`config.mk`:
```
export PLATFORM = sky130hd
export DESIGN_NAME = hsl_to_rgb_sqrt_duty_unit
export DESIGN_NICKNAME = d
export VERILOG_FILES = /design/src/rtl/core/hsl_pkg.sv /design/src/rtl/core/hsl_chan.sv /design/src/rtl/core/hsl_to_rgb_sqrt_duty_unit.sv
export SDC_FILE = /design/constraint.sdc
export NUM_CORES = 2
export LEC_CHECK = 0
export BUFFER_PORTS_ARGS = -buffer_cell sky130_fd_sc_hd__buf_2
export CORE_MARGIN = 2
export CORE_UTILIZATION = 43
export DETAILED_ROUTE_END_ITERATION = 12
export PLACE_DENSITY_LB_ADDON = 0.12
export SETUP_SLACK_MARGIN = 0.05
export SYNTH_ARGS = -nofsm -noshare
export SYNTH_HDL_FRONTEND = slang
export SYNTH_SLANG_ARGS = --single-unit
```
`constraint.sdc`:
```
create_clock -name clk -period 47 [get_ports clk]
set_input_delay 2.35 -clock clk [delete_from_list [all_inputs] [get_ports clk]]
set_output_delay 2.35 -clock clk [all_outputs]
set_load 0.02 [all_outputs]
```
`src/rtl/core/hsl_pkg.sv`:
```
// Package for the HSL to RGB duty converter: fixed-point constants and widths.
// Used by every module in rtl/core; depends on nothing.
package hsl_pkg;
	localparam int unsigned FracW = 16;
	localparam logic [15:0] ThirdQ16 = 16'd21845;
	localparam logic [15:0] SixthQ16 = 16'd10923;
	localparam logic [15:0] HalfQ16 = 16'd32768;
	localparam logic [15:0] TwoThirdsQ16 = 16'd43691;
	localparam logic [16:0] OneQ16 = 17'd65536;
	// The scaled operand reaches 16 * 65536, a 21-bit value, so the root
	// needs eleven digit steps and can reach 1024.
	localparam int unsigned SqrtSteps = 11;
	localparam int unsigned PipeDepth = 2 + SqrtSteps;
endpackage

```
`src/rtl/core/hsl_chan.sv`:
```
// One colour channel: intensity from p, q and hue offset, then root shaping.
// Depends on hsl_pkg. The pipeline registers move only when advance is high.
module hsl_chan import hsl_pkg::*; #(
	parameter int unsigned Scale16 = 1
) (
	input  logic        clk,
	input  logic        advance,
	input  logic [15:0] p,
	input  logic [15:0] q,
	input  logic [15:0] t,
	output logic [9:0]  duty
);
	localparam int unsigned RemW = 2 * SqrtSteps;

	// Stage 1: segment choice and the weight multiplier
	logic [15:0] d;
	logic [18:0] w;
	logic [1:0]  seg;
	logic [34:0] prod_s1;
	logic [15:0] p_s1;
	logic [15:0] q_s1;
	logic [1:0]  seg_s1;

	assign d = q - p;
	always_comb begin
		if (t < SixthQ16) begin
			seg = 2'd0;
			w = 19'(t) * 19'd6;
		end else if (t < HalfQ16) begin
			seg = 2'd1;
			w = '0;
		end else if (t < TwoThirdsQ16) begin
			seg = 2'd0;
			w = 19'(TwoThirdsQ16 - t) * 19'd6;
		end else begin
			seg = 2'd2;
			w = '0;
		end
	end

	always_ff @(posedge clk) begin
		if (advance) begin
			prod_s1 <= 35'(d) * 35'(w);
			p_s1 <= p;
			q_s1 <= q;
			seg_s1 <= seg;
		end
	end

	// Stage 2: intensity with saturation, then x = 1 - c
	logic [17:0] c;
	logic [16:0] c_sat;
	logic [RemW-1:0] x_s2;

	always_comb begin
		case (seg_s1)
			2'd0: c = 18'(p_s1) + 18'(prod_s1[34:16]);
			2'd1: c = 18'(q_s1);
			default: c = 18'(p_s1);
		endcase
		c_sat = (c > 18'(OneQ16)) ? OneQ16 : c[16:0];
	end

	always_ff @(posedge clk) begin
		if (advance) begin
			if (Scale16 != 0) x_s2 <= RemW'({OneQ16 - c_sat, 4'b0000});
			else x_s2 <= RemW'(OneQ16 - c_sat);
		end
	end

	// Square root stages: one result bit per stage, restoring method
	logic [RemW-1:0]      rem_v [SqrtSteps+1];
	logic [SqrtSteps-1:0] root_v [SqrtSteps+1];
	assign rem_v[0] = x_s2;
	assign root_v[0] = '0;

	for (genvar k = 0; k < SqrtSteps; k++) begin : g_sqrt
		localparam int unsigned Sh = 2 * (SqrtSteps - 1 - k);
		logic [RemW+1:0]      trial;
		logic [RemW-1:0]      rem_n;
		logic [SqrtSteps-1:0] root_n;
		always_comb begin
			trial = ((RemW+2)'(root_v[k]) << (Sh + 2)) | ((RemW+2)'(1) << Sh);
			if ((RemW+2)'(rem_v[k]) >= trial) begin
				rem_n = rem_v[k] - trial[RemW-1:0];
				root_n = (root_v[k] << 1) | SqrtSteps'(1);
			end else begin
				rem_n = rem_v[k];
				root_n = root_v[k] << 1;
			end
		end
		logic [RemW-1:0]      rem_q;
		logic [SqrtSteps-1:0] root_q;
		always_ff @(posedge clk) begin
			if (advance) begin
				rem_q <= rem_n;
				root_q <= root_n;
			end
		end
		assign rem_v[k+1] = rem_q;
		assign root_v[k+1] = root_q;
	end

	// A root of 1024 gives 1023, which still fits the ten-bit duty.
	assign duty = (root_v[SqrtSteps] == '0) ? '0 :
		10'(root_v[SqrtSteps] - SqrtSteps'(1));
endmodule

```
`src/rtl/core/hsl_to_rgb_sqrt_duty_unit.sv`:
```
// HSL to RGB converter with square-root shaping into inverted PWM duty values.
// One request on the input channel carries led_group, hue, lightness and
// saturation; one request on the output channel carries group_out and the
// three duty values red_duty, green_duty and blue_duty.
// The datapath is a pipeline of 14 register stages: one for p and q, one for
// the intensity multiply, one for saturation and 1 - c, and eleven restoring
// square-root stages of one result bit each. A request may enter every cycle
// in which in_ready is high.
// When the receiver stalls with a result waiting in the final stage, the
// whole pipeline holds, bubbles included, so nothing is lost or repeated;
// ready is high while the final stage is empty or is being taken.
// Reset (arst_n low) clears all valid bits; payload registers are not reset.
// Depends on hsl_pkg and hsl_chan.
module hsl_to_rgb_sqrt_duty_unit import hsl_pkg::*; (
	input  logic       clk,
	input  logic       arst_n,
	input  logic       in_valid,
	output logic       in_ready,
	input  logic       led_group,
	input  logic [7:0] hue,
	input  logic [7:0] lightness,
	input  logic [7:0] saturation,
	output logic       out_valid,
	input  logic       out_ready,
	output logic       group_out,
	output logic [9:0] red_duty,
	output logic [9:0] green_duty,
	output logic [7:0] blue_duty
);
	localparam int unsigned Depth = PipeDepth + 1;

	logic [Depth-1:0] vld_q;
	logic [Depth-1:0] grp_q;
	logic             advance;

	// Simple global stall: move whenever the last stage is empty or taken.
	assign advance = !vld_q[Depth-1] || out_ready;
	assign in_ready = advance;

	always_ff @(posedge clk or negedge arst_n) begin
		if (!arst_n) begin
			vld_q <= '0;
		end else if (advance) begin
			vld_q <= {vld_q[Depth-2:0], in_valid};
		end
	end

	always_ff @(posedge clk) begin
		if (advance) grp_q <= {grp_q[Depth-2:0], led_group};
	end

	// Stage 1 of the top level: p, q and hue offsets
	logic [15:0] p_s1, q_s1, tr_s1, tg_s1, tb_s1;
	logic [16:0] qn, pn;
	logic [15:0] hq;
	assign hq = {hue, 8'h00};
	always_comb begin
		if (lightness < 8'd128) begin
			qn = 17'(17'd256 * 17'(lightness) + 17'(lightness) * 17'(saturation));
			pn = 17'(17'(lightness) * (17'd256 - 17'(saturation)));
		end else begin
			qn = 17'(17'd256 * (17'(lightness) + 17'(saturation))
				- 17'(lightness) * 17'(saturation));
			pn = 17'(17'd256 * 17'(lightness) + 17'(lightness) * 17'(saturation)
				- 17'd256 * 17'(saturation));
		end
	end

	always_ff @(posedge clk) begin
		if (advance) begin
			q_s1 <= qn[15:0];
			p_s1 <= pn[15:0];
			tr_s1 <= hq + ThirdQ16;
			tg_s1 <= hq;
			tb_s1 <= hq - ThirdQ16;
		end
	end

	logic [9:0] r_d, g_d, b_d;
	hsl_chan #(.Scale16(1)) u_red (.clk, .advance, .p(p_s1), .q(q_s1), .t(tr_s1),
		.duty(r_d));
	hsl_chan #(.Scale16(1)) u_green (.clk, .advance, .p(p_s1), .q(q_s1), .t(tg_s1),
		.duty(g_d));
	hsl_chan #(.Scale16(0)) u_blue (.clk, .advance, .p(p_s1), .q(q_s1), .t(tb_s1),
		.duty(b_d));

	assign out_valid = vld_q[Depth-1];
	assign group_out = grp_q[Depth-1];
	assign red_duty = r_d;
	assign green_duty = g_d;
	assign blue_duty = b_d[7:0];
endmodule
```
==> flow_summary.json <==
{
  "status": "completed",
  "worst_pin_slew_ns": 1.080,
  "num_rows": 153,
  "grt_use_total_pct": 19.09,
  "core-area_um2": 174200,
  "cp-start-kind": "flop",
  "fin_crit_sh_pct": 20.67,
  "grt_pass1_wl_um": 274000,
  "cpMostUsedCell": "inv_1",
  "synth.most_common_cell": "inv_1",
  "place.gp.congestion": 0.8673,
  "final-hold-violation-count": 0,
  "htree_num_levels": 3,
  "viasPerCell": 5.193,
  "cp_top_family": "adder cells",
  "dr.pass1.iters": 6,
  "fin_util_pct": 47.32,
  "worst_setup_hold_path_clk_slew_ns": 0.06,
  "pin_count": 60,
  "gr-usage-met3_pct": 1.958,
  "path_class": "reg -> reg",
  "met1_usage_pct": 23.97,
  "hpwl_um": 130800,
  "drc": 0,
  "ctsHoldBuffers": 0,
  "slew_headroom_pct": 27.49,
  "synth_top_area_cell": "edfxtp_1",
  "crit_slowest_cell": "edfxtp_1",
  "synth_cell_types": 103,
  "rrSetupSlack_ns": 37.28,
  "ys_ff_latch": 999,
  "clk_path_buf_depth": 3,
  "syn_inst": 7077,
  "syn2layout_area_growth_pct": 9.224,
  "avgSynthCellArea_um2": 10.67,
  "clock-sinks": 999,
  "grt_pass1_vias": 51710,
  "worst_setup_path_end_kind": "flop",
  "port_buffers": 59,
  "die_area_um2": 178900,
  "cts_resized": 0,
  "maxSlewViolCount": 0,
  "cp_max_fo": 18,
  "path_buf_inv": 6,
  "nets": 8449,
  "drv_cap": 0,
  "async_flop_share_pct": 1.401,
  "rsz0062_at_grt": "no",
  "max_freq_mhz": 102.9,
  "die_w_um": 423.0,
  "drt_iter0_markers": 2521,
  "start_util_pct": 43.33,
  "cts_setup_buffers": 0,
  "hold_class": "reg -> reg",
  "clock_skew_ns": 0.06901,
  "top_usage_layer": "met2",
  "min_period_ns": 9.715,
  "grt_max_degree": 177,
  "synth.top_cell.area_share_pct": 39.19,
  "max_stage_delay_ns": 0.88,
  "cts_tree": "done",
  "synthFlopType": "edfxtp_1",
  "cts_root_buf": "clkbuf_16",
  "antenna_found_initial": 0,
  "diodes": 0,
  "drive_above_1_share_pct": 5.637,
  "grt_overflow": 0,
  "fin_setup_tns_ns": 0,
  "yosys-top-cells-area": "edfxtp_1, fa_1, ha_1",
  "routed_wl_um": 168900,
  "synth-edff-count": 985,
  "cts_buffers": 113,
  "syn_area_um2": 75480,
  "clock_latency_ns": 0.76,
  "ant_nets": 0,
  "cp.required_ns": 47.43,
  "wire_per_inst_um": 17.63,
  "critPathArrivalTime_ns": 10.14,
  "die_h_um": 423.0,
  "synth_common_cells": "inv_1, edfxtp_1, ha_1",
  "synth_warnings": 0,
  "use_met2_pct": 34.00,
  "setup_viol": 0,
  "vias": 49750,
  "synth_seq_area_share_pct": 39.65
}
[path summary, 6_finish.rpt]
check | startpoint | end | depth (start not counted)
setup reg to reg | tg_s1[8] | u_green.prod_s1[33] | 34
setup / recovery | tg_s1[8] | u_green.prod_s1[33] | 34
max in group asynchronous | arst_n | vld_q[5] | 1
hold reg to reg | u_green.x_s2[4] | u_green.g_sqrt[0].rem_q[4] | 0
hold / removal | u_green.x_s2[4] | u_green.g_sqrt[0].rem_q[4] | 0
min in group asynchronous | arst_n | vld_q[8] | 1
[per-stage QoR]
stage | worst slack, ns | hold slack (ns) | instance area (um^2) | instances
2_1_floorplan | 13.83 | 0.4003 | 75500 | 7082
3_3_place_gp | 37.50 | 0.4007 | 78710 | 9375
3_5_place_dp | 37.28 | 0.4045 | 78710 | 9375
4_1_cts | 37.24 | 0.3755 | 82430 | 9580
5_1_grt | 36.50 | 0.3782 | 82440 | 9580
6_report | 37.28 | 0.3804 | 82440 | 9580
[kinds of logic (layout without fill, tap and decap cells)]
| kind of cell | count (synthesis) | count (layout) | share of synthesized area, % |
|---|---|---|---|
| simple gates | 2004 | 2004 | 12.77 |
| fa+ha+maj | 1256 | 1256 | 25.73 |
| buf+inv | 1204 | 1377 | 6.032 |
| compound gates | 1054 | 1054 | 9.127 |
| flops | 999 | 999 | 39.65 |
| xor+xnor | 490 | 490 | 5.704 |
| mux | 68 | 68 | 0.9698 |
| other cells | 2 | 7 | 0.009950 |
[metal layers]
layer	up-vias	part of all wire, %
met4	0	3.5
met1	24270	43
li1	24350	-
met3	301	3.2
met5	-	0
met2	822	50
[cell type report]
class	instances	area [um^2]
Clock inverter	71	775.7
Tap cell	2325	2909
Inverter	1050	3941
Fill cell	16110	91770
Clock buffer	134	2949
Multi-Input combinational cell	4879	41150
Sequential cell	999	29930
Timing Repair Buffer	122	780.7
[state kept, by name (all words and copies together) (netlist names), 15 cells and up]
| register | count |
|---|---|
| u_green.prod_s1 | 18 |
| u_red.g_sqrt.root_q | 66 |
| u_green.g_sqrt.rem_q | 181 |
| u_red.g_sqrt.rem_q | 181 |
| u_blue.x_s2 | 18 |
| u_green.g_sqrt.root_q | 66 |
| u_green.p_s1 | 15 |
| u_blue.g_sqrt.root_q | 64 |
| p_s1 | 16 |
| u_green.q_s1 | 16 |
| u_red.x_s2 | 17 |
| q_s1 | 15 |
| u_red.prod_s1 | 18 |
| u_blue.g_sqrt.rem_q | 216 |
| u_green.x_s2 | 17 |
| u_blue.prod_s1 | 18 |
[cell usage in the layout, fill, tap and decap left out, types with 25 or more instances in the layout]
| master | instances |
|---|---|
| a21oi_1 | 252 |
| nand3_1 | 81 |
| nor2b_1 | 74 |
| xor2_1 | 175 |
| o21bai_1 | 38 |
| a31oi_1 | 28 |
| nand2b_1 | 103 |
| a21o_1 | 90 |
| fa_1 | 494 |
| o21a_1 | 106 |
| xnor2_1 | 304 |
| o31ai_1 | 40 |
| or3_1 | 38 |
| buf_2 | 59 |
| mux2_2 | 41 |
| edfxtp_1 | 985 |
| buf_4 | 62 |
| inv_1 | 1049 |
| ha_1 | 761 |
| a211oi_1 | 26 |
| nor2_1 | 577 |
| nor3_1 | 163 |
| nand2_1 | 573 |
| or2_2 | 30 |
| nand4_1 | 38 |
| o21ai_0 | 242 |
| and2_1 | 101 |
| and3_1 | 28 |
| a21boi_0 | 31 |
| clkbuf_16 | 115 |
| nor4_1 | 68 |
| mux2i_1 | 27 |
| clkinv_1 | 25 |
Power is left out: the tool's default activity adds up to more than one toggle a clock period on the data nets, which glitch-free logic cannot reach.
